File: config.mk
export PLATFORM = sky130hd
export DESIGN_NAME = square_wave_pulse_generator_unit
export DESIGN_NICKNAME = d
export VERILOG_FILES = /design/src/rtl/swpg_pkg.sv /design/src/rtl/swpg_ctrl.sv /design/src/rtl/swpg_dp.sv /design/src/rtl/square_wave_pulse_generator_unit.sv
export SDC_FILE = /design/constraint.sdc
export NUM_CORES = 1
export LEC_CHECK = 0
export BUFFER_PORTS_ARGS = -buffer_cell sky130_fd_sc_hd__buf_2
export CAP_MARGIN = 20
export CORE_MARGIN = 2
export CORE_UTILIZATION = 65
export DETAILED_ROUTE_END_ITERATION = 7
export MAX_ROUTING_LAYER = met4
export PLACE_DENSITY = 0.95
export SLEW_MARGIN = 20
export SYNTH_ARGS = -nofsm -noshare
export SYNTH_HDL_FRONTEND = slang
export SYNTH_SLANG_ARGS = --single-unit
File: constraint.sdc
create_clock -name clk_i -period 7.7 [get_ports clk_i]
set_input_delay 1.54 -clock clk_i [delete_from_list [all_inputs] [get_ports clk_i]]
set_output_delay 1.54 -clock clk_i [all_outputs]
set_load 0.05 [all_outputs]
File: src/rtl/swpg_pkg.sv
// Package for the square-wave generator: types, reset values and widths.
// Used by swpg_ctrl, swpg_dp and square_wave_pulse_generator_unit.
`timescale 1ns / 1ps
package swpg_pkg;

  localparam int unsigned DataWidth    = 32;
  localparam int unsigned CountWidthDef = 32;
  localparam int unsigned StepWidth    = $clog2(DataWidth);

  localparam logic [DataWidth-1:0] ClockReset = 32'd200000000;
  localparam logic [DataWidth-1:0] MaxFReset  = 32'd1000000;

  typedef enum logic {
    REG_TIMER_CLOCK = 1'b0,
    REG_MAX_FREQ    = 1'b1
  } reg_idx_e;

  typedef enum logic {
    ACT_TICK = 1'b0,
    ACT_SET  = 1'b1
  } action_e;

  typedef enum logic [1:0] {
    ST_IDLE,
    ST_DIV,
    ST_FINISH
  } state_e;

  typedef struct packed {
    logic tick;
    logic stop;
    logic div_start;
    logic div_step;
    logic finish;
  } swpg_cmd_t;

  typedef struct packed {
    logic freq_zero;
    logic out_free;
  } swpg_sts_t;

endpackage

File: src/rtl/swpg_ctrl.sv
// Controller state machine: word acceptance and sequencing of the divider.
// Depends on swpg_pkg; drives swpg_dp through swpg_cmd_t.
`timescale 1ns / 1ps
module swpg_ctrl (
  input  logic               clk_i,
  input  logic               rst_ni,
  input  logic               in_valid_i,
  output logic               in_ready_o,
  input  logic               action_i,
  input  swpg_pkg::swpg_sts_t sts_i,
  output swpg_pkg::swpg_cmd_t cmd_o
);
  import swpg_pkg::*;

  localparam logic [StepWidth-1:0] LastStep = StepWidth'(DataWidth - 1);

  state_e               state_q, state_d;
  logic [StepWidth-1:0] step_q, step_d;

  always_ff @(posedge clk_i or negedge rst_ni) begin
    if (!rst_ni) begin
      state_q <= ST_IDLE;
      step_q  <= '0;
    end else begin
      state_q <= state_d;
      step_q  <= step_d;
    end
  end

  always_comb begin
    state_d    = state_q;
    step_d     = step_q;
    cmd_o      = '0;
    in_ready_o = 1'b0;
    case (state_q)
      ST_IDLE: begin
        in_ready_o = sts_i.out_free;
        if (in_valid_i && sts_i.out_free) begin
          if (action_i == ACT_TICK) begin
            cmd_o.tick = 1'b1;
          end else if (sts_i.freq_zero) begin
            cmd_o.stop = 1'b1;
          end else begin
            cmd_o.div_start = 1'b1;
            step_d          = '0;
            state_d         = ST_DIV;
          end
        end
      end
      ST_DIV: begin
        cmd_o.div_step = 1'b1;
        step_d         = step_q + 1'b1;
        if (step_q == LastStep) begin
          state_d = ST_FINISH;
        end
      end
      ST_FINISH: begin
        cmd_o.finish = 1'b1;
        state_d      = ST_IDLE;
      end
      default: begin
        state_d = ST_IDLE;
      end
    endcase
  end

`ifndef ASSERT_OFF
  a_div_ends: assert property (@(posedge clk_i) disable iff (!rst_ni)
    (state_q == ST_DIV && step_q == LastStep) |=> (state_q == ST_FINISH))
    else $error("divider did not finish after last step");
  a_div_begins: assert property (@(posedge clk_i) disable iff (!rst_ni)
    cmd_o.div_start |=> (state_q == ST_DIV && step_q == '0))
    else $error("divider did not start from step zero");
`endif

endmodule

File: src/rtl/swpg_dp.sv
// Datapath: configuration registers, clamp, shift-subtract divider,
// period counter and output register. Depends on swpg_pkg.
`timescale 1ns / 1ps
module swpg_dp #(
  parameter int unsigned COUNT_WIDTH = swpg_pkg::CountWidthDef
) (
  input  logic                             clk_i,
  input  logic                             rst_ni,
  input  logic                             cfg_we_i,
  input  logic                             cfg_idx_i,
  input  logic [swpg_pkg::DataWidth-1:0]   cfg_data_i,
  input  logic [swpg_pkg::DataWidth-1:0]   requested_hz_i,
  input  swpg_pkg::swpg_cmd_t              cmd_i,
  output swpg_pkg::swpg_sts_t              sts_o,
  output logic                             out_valid_o,
  input  logic                             out_ready_i,
  output logic                             pin_level_o,
  output logic                             running_o,
  output logic [swpg_pkg::DataWidth-1:0]   current_hz_o
);
  import swpg_pkg::*;

  localparam logic [DataWidth-1:0] CountMax = DataWidth'((64'd1 << COUNT_WIDTH) - 64'd1);

  logic [DataWidth-1:0]   clock_q, maxf_q;
  logic [DataWidth-1:0]   freq_clamped;
  logic [DataWidth-1:0]   rem_q, rem_d, quo_q, quo_d, den_q;
  logic [DataWidth:0]     rem_shift, rem_diff;
  logic [DataWidth-1:0]   period_full, period_sat;
  logic [COUNT_WIDTH-1:0] period_new;
  logic [COUNT_WIDTH:0]   period_inc;
  logic [COUNT_WIDTH-1:0] compare_new;
  logic [COUNT_WIDTH-1:0] count_q, period_q, compare_q;
  logic [DataWidth-1:0]   active_q;
  logic                   enabled_q;
  logic                   out_valid_q, pin_q;
  logic                   tick_pin;

  always_ff @(posedge clk_i or negedge rst_ni) begin
    if (!rst_ni) begin
      clock_q <= ClockReset;
      maxf_q  <= MaxFReset;
    end else if (cfg_we_i) begin
      if (cfg_idx_i == REG_TIMER_CLOCK) begin
        clock_q <= cfg_data_i;
      end else begin
        maxf_q <= cfg_data_i;
      end
    end
  end

  assign freq_clamped    = (requested_hz_i > maxf_q) ? maxf_q : requested_hz_i;
  assign sts_o.freq_zero = (freq_clamped == '0);
  assign sts_o.out_free  = !out_valid_q || out_ready_i;

  // restoring divide, one quotient bit per cycle
  assign rem_shift = {rem_q, quo_q[DataWidth-1]};
  assign rem_diff  = rem_shift - {1'b0, den_q};

  always_comb begin
    rem_d = rem_q;
    quo_d = quo_q;
    if (cmd_i.div_start) begin
      rem_d = '0;
      quo_d = clock_q;
    end else if (cmd_i.div_step) begin
      if (!rem_diff[DataWidth]) begin
        rem_d = rem_diff[DataWidth-1:0];
        quo_d = {quo_q[DataWidth-2:0], 1'b1};
      end else begin
        rem_d = rem_shift[DataWidth-1:0];
        quo_d = {quo_q[DataWidth-2:0], 1'b0};
      end
    end
  end

  always_ff @(posedge clk_i) begin
    rem_q <= rem_d;
    quo_q <= quo_d;
    if (cmd_i.div_start) begin
      den_q <= freq_clamped;
    end
  end

  assign period_full = (quo_q == '0) ? '0 : quo_q - 1'b1;
  assign period_sat  = (period_full > CountMax) ? CountMax : period_full;
  assign period_new  = period_sat[COUNT_WIDTH-1:0];
  assign period_inc  = {1'b0, period_new} + 1'b1;
  assign compare_new = period_inc[COUNT_WIDTH:1];

  assign tick_pin = enabled_q && (count_q < compare_q);

  always_ff @(posedge clk_i or negedge rst_ni) begin
    if (!rst_ni) begin
      count_q   <= '0;
      period_q  <= '0;
      compare_q <= '0;
      active_q  <= '0;
      enabled_q <= 1'b0;
    end else if (cmd_i.finish) begin
      count_q   <= '0;
      period_q  <= period_new;
      compare_q <= compare_new;
      active_q  <= den_q;
      enabled_q <= 1'b1;
    end else if (cmd_i.stop) begin
      active_q  <= '0;
      enabled_q <= 1'b0;
    end else if (cmd_i.tick && enabled_q) begin
      if (count_q >= period_q) begin
        count_q <= '0;
      end else begin
        count_q <= count_q + 1'b1;
      end
    end
  end

  always_ff @(posedge clk_i or negedge rst_ni) begin
    if (!rst_ni) begin
      out_valid_q <= 1'b0;
    end else if (cmd_i.tick || cmd_i.stop || cmd_i.finish) begin
      out_valid_q <= 1'b1;
    end else if (out_ready_i) begin
      out_valid_q <= 1'b0;
    end
  end

  always_ff @(posedge clk_i) begin
    if (cmd_i.tick) begin
      pin_q <= tick_pin;
    end else if (cmd_i.stop) begin
      pin_q <= 1'b0;
    end else if (cmd_i.finish) begin
      pin_q <= (compare_new != '0);
    end
  end

  assign out_valid_o  = out_valid_q;
  assign pin_level_o  = pin_q;
  assign running_o    = enabled_q;
  assign current_hz_o = active_q;

`ifndef ASSERT_OFF
  a_count_in_period: assert property (@(posedge clk_i) disable iff (!rst_ni)
    count_q <= period_q)
    else $error("tick counter beyond period");
  a_stopped_no_freq: assert property (@(posedge clk_i) disable iff (!rst_ni)
    !enabled_q |-> (active_q == '0))
    else $error("frequency held while stopped");
`endif

endmodule

File: src/rtl/square_wave_pulse_generator_unit.sv
// Top level of the 50% square-wave generator.
// Depends on swpg_pkg, swpg_ctrl and swpg_dp.
`timescale 1ns / 1ps
// Input channel (in_valid_i/in_ready_o) carries one word per item: action_i
// 0 is a timer tick, action_i 1 sets the output frequency from requested_hz_i.
// Each word gives one result word on the output channel (out_valid_o /
// out_ready_i): pin_level_o, running_o and current_hz_o.
// Results of ticks and stop requests are registered on the accepting edge; a
// new word is taken every cycle while the output register is empty or being
// drained. A nonzero frequency request runs a shift-subtract divide, one
// quotient bit per cycle, then a finish state derives period and compare
// and registers the result; no further word is taken before that.
// Configuration: cfg_we_i writes cfg_data_i to register cfg_idx_i (0 timer
// clock in Hz, 1 frequency clamp in Hz); the user must write it only while
// the block is idle, as the block itself does not enforce this.
// Reset stops the generator, clears counter, period and compare, and loads
// a 200 MHz timer clock and a 1 MHz clamp.
// When the receiver stalls, the result stays on the output and in_ready_o
// drops until it is taken.
module square_wave_pulse_generator_unit #(
  parameter int unsigned COUNT_WIDTH = swpg_pkg::CountWidthDef
) (
  input  logic                           clk_i,
  input  logic                           rst_ni,
  input  logic                           cfg_we_i,
  input  logic                           cfg_idx_i,
  input  logic [swpg_pkg::DataWidth-1:0] cfg_data_i,
  input  logic                           in_valid_i,
  output logic                           in_ready_o,
  input  logic                           action_i,
  input  logic [swpg_pkg::DataWidth-1:0] requested_hz_i,
  output logic                           out_valid_o,
  input  logic                           out_ready_i,
  output logic                           pin_level_o,
  output logic                           running_o,
  output logic [swpg_pkg::DataWidth-1:0] current_hz_o
);
  import swpg_pkg::*;

  swpg_cmd_t cmd;
  swpg_sts_t sts;

  swpg_ctrl u_ctrl (
    .clk_i      (clk_i),
    .rst_ni     (rst_ni),
    .in_valid_i (in_valid_i),
    .in_ready_o (in_ready_o),
    .action_i   (action_i),
    .sts_i      (sts),
    .cmd_o      (cmd)
  );

  swpg_dp #(
    .COUNT_WIDTH (COUNT_WIDTH)
  ) u_dp (
    .clk_i          (clk_i),
    .rst_ni         (rst_ni),
    .cfg_we_i       (cfg_we_i),
    .cfg_idx_i      (cfg_idx_i),
    .cfg_data_i     (cfg_data_i),
    .requested_hz_i (requested_hz_i),
    .cmd_i          (cmd),
    .sts_o          (sts),
    .out_valid_o    (out_valid_o),
    .out_ready_i    (out_ready_i),
    .pin_level_o    (pin_level_o),
    .running_o      (running_o),
    .current_hz_o   (current_hz_o)
  );

endmodule
==> results of run 1 <==
[layout by cell type (no fill, tap or decap), types with 33 or more instances in the layout]
master    Yosys  routed
or3_1        33      33
o22ai_1      44      44
nor3_1       41      41
buf_2         1     105
mux2_2      131     131
a21o_1       55      55
o21ai_0     137     137
dfrtp_1     182     182
nand4_1      37      37
ha_1        133     133
nor2_1       75      73
nand2_1     192     192
nand3_1      74      73
a21oi_1      82      82
edfxtp_1     65      65
xnor2_1      49      49
inv_1       152     150
[worst max-delay path, delay by kind of cell, from the launching register on]
family,cells,cell delay [ns]
adders and majority gates,1,0.31
AOI/OAI and AO/OA,4,1.21
muxes,1,0.21
buffers and inverters,1,0.16
DFF,1,0.56
and+or+nand+nor,5,2.32
[how the worst max path moves through the flow]
stage | start | to | slack [ns] | cells after the start
final | u_dp.quo_q[0]$_DFFE_PP_ | u_dp.pin_level_o$_DFFE_PP_ | 2.66 | 12
after floorplan | out_ready_i | u_dp.den_q[0]$_DFFE_PP_ | 2.79 | 7
after global placement | requested_hz_i[1] | u_dp.quo_q[26]$_DFFE_PP_ | 2.56 | 12
after global routing | u_dp.quo_q[0]$_DFFE_PP_ | u_dp.pin_level_o$_DFFE_PP_ | 2.42 | 12
after detailed placement | requested_hz_i[1] | u_dp.quo_q[26]$_DFFE_PP_ | 2.44 | 12
after CTS | u_dp.quo_q[0]$_DFFE_PP_ | u_dp.pin_level_o$_DFFE_PP_ | 2.83 | 12
[cell type report]
type / count / area (µm²) / area share
Multi-Input combinational cell: 1424 / 10100 / 0.492
Sequential cell: 298 / 7650 / 0.372
Clock buffer: 35 / 822 / 0.0400
Timing Repair Buffer: 120 / 646 / 0.0314
Inverter: 152 / 571 / 0.0277
Tap cell: 384 / 480 / 0.0234
Clock inverter: 21 / 277 / 0.0134
Antenna cell: 4 / 10.0 / 0.000487
[per-stage QoR]
stage	hold WS, ns	instance area, µm²	setup slack, ns	std cells	utilization
after floorplan	0.447	18700	2.79	1961	-
after global placement	0.461	19400	2.56	2378	0.683
after detailed placement	0.465	19400	2.44	2378	0.683
after CTS	0.479	20500	2.83	2434	0.722
after global routing	0.494	20600	2.42	2438	0.722
final	0.484	20600	2.66	2438	0.722
[report_power, final]
| group | total, mW | switching [mW] | internal, mW |
|---|---|---|---|
| Clock | 1.61 | 0.642 | 0.967 |
| Combinational | 3.71 | 2.21 | 1.50 |
| Sequential | 2.72 | 0.547 | 2.17 |
[per-layer routing]
layer,up-vias,part of all wire,track usage
met1,7725,0.40,0.452
li1,7291,-,-
met4,0,0.050,0.143
met5,-,0,-
met2,940,0.46,0.532
met3,199,0.092,0.0500
[registers in the layout, summed over array words and instances (netlist names), 2 cells and up]
signal and cells:
u_ctrl.state_q 2, u_ctrl.step_q 5, u_dp.clock_q 32, u_dp.compare_q 32
u_dp.count_q 32, u_dp.current_hz_o 32, u_dp.den_q 32, u_dp.maxf_q 32
u_dp.period_q 32, u_dp.quo_q 32, u_dp.rem_q 32
[logic make-up after synthesis]
logic type / Yosys count
and+or+nand+nor: 607
AOI/OAI and AO/OA: 454
DFF: 298
buffers and inverters: 239
muxes: 158
adders and majority gates: 134
xor gates and xnor gates: 71
==> results by group, run 1 <==
Finish
  • # fillers: 1909
  • Nets: 2231
  • Ratio of cells with drive above 1 in the final layout: 0.178
  • Layout area overhead: 10.3%

Setup path
  • Worst Reg-to-Reg Cells: 12
  • R2R Path End: u_dp.pin_level_o$_DFFE_PP_
  • Critical path launch point type: flip-flop
  • CP endpoint kind: flip-flop
  • Slowest cell on the critical path: o32ai_1
  • Kind of critical path: flip-flop to flip-flop
  • R2R Path Start: u_dp.quo_q[0]$_DFFE_PP_
  • Arrival time at the worst endpoint: 5.33 ns
  • Crit path cell chain: inv_1 > ha_1 > or4b_4 > nor4_2 > nand3_1 > mux2i_1 > o32ai_1 > nand4b_1 > or3_1 > a211o_1 > a21oi_1 > a41oi_2
  • Max FO, Critical Path: 11
  • Worst R2R Setup Slack: 2.66 ns
  • Worst path max stage delay: 0.60 ns
  • Required time of the worst setup path: 7.99 ns

Min path
  • WHS Path Cells: 2
  • Worst Hold End: u_dp.compare_q[0]$_DFFE_PN0P_
  • Hold_sp: u_dp.compare_q[0]$_DFFE_PN0P_
  • Hold WC Path Type: flip-flop to flip-flop

Timing
  • Min cycle time layout: 5.04 ns
  • FMAX: 0.199 GHz
  • Rel. slew slack: 0.309
  • Final Max Slew Viols: 0
  • Clk_skew: 0.0114 ns
  • Least-Margin Pin Slew: 1.02 ns
  • Fin. Hold Viols: 0
  • Final Cycle Share: 0.654
  • RSZ-0062 raised after global routing: no
  • Setup TNS: 0 ns
  • Final Setup Violations: 0

Yosys
  • Mapped cell area: 0.0187 mm²
  • Ys async rst share: 0.674
  • Main combinational cell family by area after synthesis: simple AND/OR/NAND/NOR gates
  • Netlist cell types: 78
  • Synth top area share: 0.244
  • Syn nets: 2166
  • Syn Inst Count: 1961
  • Simple-gate share of the synthesized area: 0.167
  • Post-synth EDFFs: 65
  • Avg Cell Area, Syn: 9.51 µm²
  • Post-Synth XOR/XNOR Area: 0.0333
  • Compound-Gate Fraction of Synth Area: 0.156
  • Register bit total from synthesis: 298
  • Sequential area share after synthesis: 0.410
  • Top-count cell post-synth: nand2_1
  • Largest area contributor in the netlist: dfrtp_1
  • YS warnings: 0
  • Mux cell area share after synthesis: 0.0936
  • Synth Flop Type: dfrtp_1
  • Post-synthesis adder-cell area fraction: 0.0903
  • Synth cell count leaders: 192 x nand2_1, 182 x dfrtp_1, 152 x inv_1, 137 x o21ai_0, 133 x ha_1
  • Synth top area cells: dfrtp_1 24%, edfxtp_1 10%, ha_1 8.9%

Global routing
  • Grt total ovfl: 0
  • GRT Total Usage: 0.342
  • First-pass GRT wire length: 80.8 mm
  • Initial antenna violation count: 4
  • Number of global-route vias before repair: 15200
  • Largest net degree at the start of global routing: 127

Detailed routing
  • Remaining antenna violation count: 0
  • WL per Instance: 20.9 µm
  • DRC viols: 0
  • Routed via count: 16200
  • Drt via density: 6.63
  • DRT Wirelength: 51.0 mm
  • Router iterations before antenna repair: 6
  • DRT iter0 DRCs: 2125

Status
  • Outcome: completed

Pwr
  • Cell Pwr Density: 391 mW/mm²
  • LEAKAGE: 8.93 nW
  • Worst VDD drop: 0.209 mV
  • Total power: 8.03 mW

Placed design
  • DPL Wire Length: 36.8 mm
  • Port Buffers: 106
  • GP Congestion: 0.976

Floorplan
  • Die span in x: 173 µm
  • Site Rows: 62
  • Die Height: 173 µm
  • Core footprint: 0.0285 mm²
  • Die area: 0.0301 mm²
  • Starting Density: 0.655
  • I/O Pins: 107

Clock tree
  • TritonCTS clock tree: built
  • Hold_buf cts: 0
  • Clock buffer depth: 3
  • Resize count post-CTS: 0
  • Clk root buf: clkbuf_16
  • Worst skew pair latency: 0.57 ns
  • Total CTS buffers: 30
  • Setup Buffers After CTS: 0
  • CTS Sinks: 298
  • Clock slew at reported path FFs: 0.07 ns
  • H-tree depth: 1

Run
  • Max-cap viol count: 0
(Power assumes the default switching activity.)
==> run 2, diff against run 1 <==
--- a/config.mk
+++ b/config.mk
@@ -5,13 +5,14 @@
 export SDC_FILE = /design/constraint.sdc
 export NUM_CORES = 1
 export LEC_CHECK = 0
+export ABC_AREA = 1
 export BUFFER_PORTS_ARGS = -buffer_cell sky130_fd_sc_hd__buf_2
 export CAP_MARGIN = 20
 export CORE_MARGIN = 2
-export CORE_UTILIZATION = 65
+export CORE_UTILIZATION = 56
 export DETAILED_ROUTE_END_ITERATION = 7
 export MAX_ROUTING_LAYER = met4
-export PLACE_DENSITY = 0.95
+export PLACE_DENSITY = 0.89
 export SLEW_MARGIN = 20
 export SYNTH_ARGS = -nofsm -noshare
 export SYNTH_HDL_FRONTEND = slang
==> constraint.sdc (replaced) <==
create_clock -name clk_i -period 4.3 [get_ports clk_i]
set_input_delay 0.86 -clock clk_i [delete_from_list [all_inputs] [get_ports clk_i]]
set_output_delay 0.86 -clock clk_i [all_outputs]
set_load 0.05 [all_outputs]
==> run 2 against run 1 <==
Global-route usage is 3.7 points lower. Via count increased by 9.4%. Wire length is 4.0% higher.
==> results by group, run 2 <==
Pwr
  • Total power: 13.1 mW (was 8.03 mW)
  • Worst VDD drop: 0.403 mV (was 0.209 mV)
  • Sw Ratio: 0.430 (was 0.423)
  • Cell Pwr Density: 618 mW/mm² (was 391 mW/mm²)
  • Clock network fraction of total power: 0.217 (was 0.200)
  • Comb power frac: 0.453 (was 0.461)
  • Seq pwr share: 0.330 (was 0.338)
  • Internal power: 7.48 mW (was 4.63 mW)
  • Psw: 5.65 mW (was 3.40 mW)
  • LEAKAGE: 10.7 nW (was 8.93 nW)

Detailed routing
  • WL per Instance: 16.9 µm (was 20.9 µm)
  • DRT Wirelength: 53.0 mm (was 51.0 mm)
  • Remaining antenna violation count: 0 (unchanged)
  • DRC viols: 0 (unchanged)
  • Drt via density: 5.63 (was 6.63)
  • Routed via count: 17700 (was 16200)
  • DRT iter0 DRCs: 1536 (was 2125)
  • Router iterations before antenna repair: 6 (unchanged)

Yosys
  • Sequential area share after synthesis: 0.398 (was 0.410)
  • Avg Cell Area, Syn: 7.46 µm² (was 9.51 µm²)
  • Ys async rst share: 0.674 (unchanged)
  • Top-count cell post-synth: nand2_1 (unchanged)
  • Post-synth EDFFs: 65 (unchanged)
  • Synth cell count leaders: 641 x nand2_1, 390 x inv_1, 219 x o21ai_0, 212 x nor2_1, 192 x nand3_1 (was 192 x nand2_1, 182 x dfrtp_1, 152 x inv_1, 137 x o21ai_0, 133 x ha_1)
  • Register bit total from synthesis: 298 (unchanged)
  • Netlist cell types: 55 (was 78)
  • YS warnings: 0 (unchanged)
  • Largest area contributor in the netlist: dfrtp_1 (unchanged)
  • Synth top area share: 0.237 (was 0.244)
  • Synth top area cells: dfrtp_1 24%, nand2_1 13%, edfxtp_1 10% (was dfrtp_1 24%, edfxtp_1 10%, ha_1 8.9%)
  • Synth Flop Type: dfrtp_1 (unchanged)
  • Syn nets: 2782 (was 2166)
  • Mapped cell area: 0.0192 mm² (was 0.0187 mm²)
  • Syn Inst Count: 2577 (was 1961)

Min path
  • Hold WC Path Type: primary input to async pin (was flip-flop to flip-flop)

Clock tree
  • Clock buffer depth: 3 (unchanged)
  • Clk root buf: clkbuf_16 (unchanged)
  • Clock slew at reported path FFs: 0.07 ns (about the same)
  • Total CTS buffers: 31 (was 30)
  • H-tree depth: 1 (unchanged)
  • CTS Sinks: 298 (unchanged)
  • Resize count post-CTS: 0 (unchanged)
  • Worst skew pair latency: 0.59 ns (was 0.57 ns)
  • Hold_buf cts: 0 (unchanged)
  • TritonCTS clock tree: built (unchanged)
  • Setup Buffers After CTS: 0 (unchanged)

Finish
  • Final non-filler cell total: 3137 (was 2438)
  • Area of the multi-input gates: 0.00971 mm² (was 0.0101 mm²)
  • Sequential cell area: 0.00765 mm² (unchanged)
  • Commonest non-fill, non-tap cells in the layout: 641 x nand2_1, 389 x inv_1, 219 x o21ai_0 (was 192 x nand2_1, 182 x dfrtp_1, 150 x inv_1)
  • Ant diodes: 0 (was 4)
  • Fin area: 0.0213 mm² (was 0.0206 mm²)
  • Fin util: 0.631 (was 0.722)
  • Nets: 2869 (was 2231)
  • Most common cell after layout, fill and taps aside: nand2_1 (unchanged)
  • Layout area overhead: 10.5% (was 10.3%)
  • # fillers: 2904 (was 1909)
  • Ratio of cells with drive above 1 in the final layout: 0.103 (was 0.178)

Placed design
  • DPL Wire Length: 41.4 mm (was 36.8 mm)
  • Inst Count DP: 3079 (was 2378)
  • Placed Area: 0.0202 mm² (was 0.0194 mm²)
  • GP Congestion: 0.965 (was 0.976)
  • Post-placement setup slack: 0.345 ns (was 2.44 ns)
  • Port Buffers: 106 (unchanged)

Timing
  • Hold WS: 0.239 ns (was 0.484 ns)
  • Rel. slew slack: 0.481 (was 0.309)
  • PnR worst setup slack: 0.623 ns (was 2.66 ns)
  • Fin. Hold Viols: 0 (unchanged)
  • Final Max Slew Viols: 0 (unchanged)
  • FMAX: 0.272 GHz (was 0.199 GHz)
  • Clk_skew: 0.0155 ns (was 0.0114 ns)
  • Min cycle time layout: 3.68 ns (was 5.04 ns)
  • RSZ-0062 raised after global routing: no (unchanged)
  • Final Setup Violations: 0 (unchanged)
  • Least-Margin Pin Slew: 0.778 ns (was 1.02 ns)
  • Final Cycle Share: 0.855 (was 0.654)
  • Setup TNS: 0 ns (unchanged)

Floorplan
  • Starting Density: 0.571 (was 0.655)
  • Die Height: 189 µm (was 173 µm)
  • Core footprint: 0.0337 mm² (was 0.0285 mm²)
  • Die area: 0.0358 mm² (was 0.0301 mm²)
  • I/O Pins: 107 (unchanged)
  • Die span in x: 189 µm (was 173 µm)
  • Site Rows: 67 (was 62)

Setup path
  • Kind of critical path: flip-flop to flip-flop (unchanged)
  • Crit path cell chain: inv_1 > ha_1 > fa_1 > o21ai_0 > nand3_1 > a31oi_1 > buf_4 > a21oi_1 > inv_1 > nand3_1 > nand2_1 > nand2_1 > nand2_1 > buf_4 > clkinv_1 > o211ai_1 > o21ai_0 (was inv_1 > ha_1 > or4b_4 > nor4_2 > nand3_1 > mux2i_1 > o32ai_1 > nand4b_1 > or3_1 > a211o_1 > a21oi_1 > a41oi_2)
  • Max FO, Critical Path: 25 (was 11)
  • Crit. Startpoint: u_dp.quo_q[31]$_DFFE_PP_ (was u_dp.quo_q[0]$_DFFE_PP_)
  • Arrival time at the worst endpoint: 4.14 ns (was 5.33 ns)
  • Required time of the worst setup path: 4.77 ns (was 7.99 ns)
  • WP buf/inv: 5 (was 1)
  • CP most frequent cell: nand2_1
  • Critical path launch point type: flip-flop (unchanged)
  • R2R Path Start: u_dp.quo_q[31]$_DFFE_PP_ (was u_dp.quo_q[0]$_DFFE_PP_)
  • Worst path max stage delay: 0.43 ns (was 0.60 ns)
  • Slowest cell on the critical path: fa_1 (was o32ai_1)
  • Worst path top cell family by delay: buffers and inverters (was simple AND/OR/NAND/NOR gates)
  • CP endpoint kind: flip-flop (unchanged)

Global routing
  • Number of global-route vias before repair: 16700 (was 15200)
  • First-pass GRT wire length: 85.5 mm (was 80.8 mm)
  • Initial antenna violation count: 0 (was 4)
  • Largest net degree at the start of global routing: 83 (was 127)
  • GRT Total Usage: 0.305 (was 0.342)
  • Grt total ovfl: 0 (unchanged)

Status
  • Outcome: completed (unchanged)

Run
  • Max-cap viol count: 0 (unchanged)
## run 2: changes by cell type after synthesis, moves of 33 or more
cell,change
inv_1,+238
a21o_1,-48
or3_1,-33
nand2_1,+449
o22ai_1,-33
o21ai_0,+82
nand3_1,+118
mux2_2,-128
nor2_1,+137
## run 2: path summary, 6_finish.rpt
| path | endpoint | slack [ns] | cells past startpoint |
|---|---|---|---|
| worst min register to register | u_dp.compare_q[0]$_DFFE_PN0P_ | 0.48 | 2 |
| worst max-delay path | u_dp.rem_q[25]$_SDFFE_PP0P_ | 0.62 | 17 |
| worst max register to register | u_dp.rem_q[25]$_SDFFE_PP0P_ | 0.62 | 17 |
| max in group asynchronous | u_dp.compare_q[10]$_DFFE_PN0P_ | 3.15 | 2 |
| worst min-delay path | u_dp.maxf_q[21]$_DFFE_PN0P_ | 0.24 | 1 |
| min in group clk_i | u_dp.compare_q[0]$_DFFE_PN0P_ | 0.48 | 2 |
## run 2: cell families after synthesis
family | Yosys count | synth area share
AO/OA/AOI/OAI | 447 | 0.132
multiplexers | 5 | 0.00280
adder cells (fa/ha/maj) | 134 | 0.0876
flip-flops | 298 | 0.398
XOR/XNOR | 59 | 0.0269
AND/OR/NAND/NOR | 1161 | 0.255
buffers and inverters | 473 | 0.0978
## run 2: layer usage
layer	wire (µm)	GRT usage
met2	24100	0.473
met4	1880	0.104
met1	23700	0.417
met5	0	-
met3	3450	0.0380
## run 2: layout make-up
type                            count  area share
Clock buffer                       43      0.0410
Clock inverter                     15     0.00983
Inverter                          397      0.0703
Multi-Input combinational cell   1806       0.457
Sequential cell                   298       0.360
Tap cell                          448      0.0264
Timing Repair Buffer              130      0.0356
## run 2: power groups by stage
stage / clock, mW / combinational, mW / sequential (mW)
after floorplan: 0 / 4.23 / 4.42
after global placement: 0 / 5.65 / 4.33
after detailed placement: 0 / 5.85 / 4.36
after CTS: 2.88 / 5.89 / 4.31
after global routing: 2.99 / 6.67 / 4.41
final: 2.84 / 5.95 / 4.33
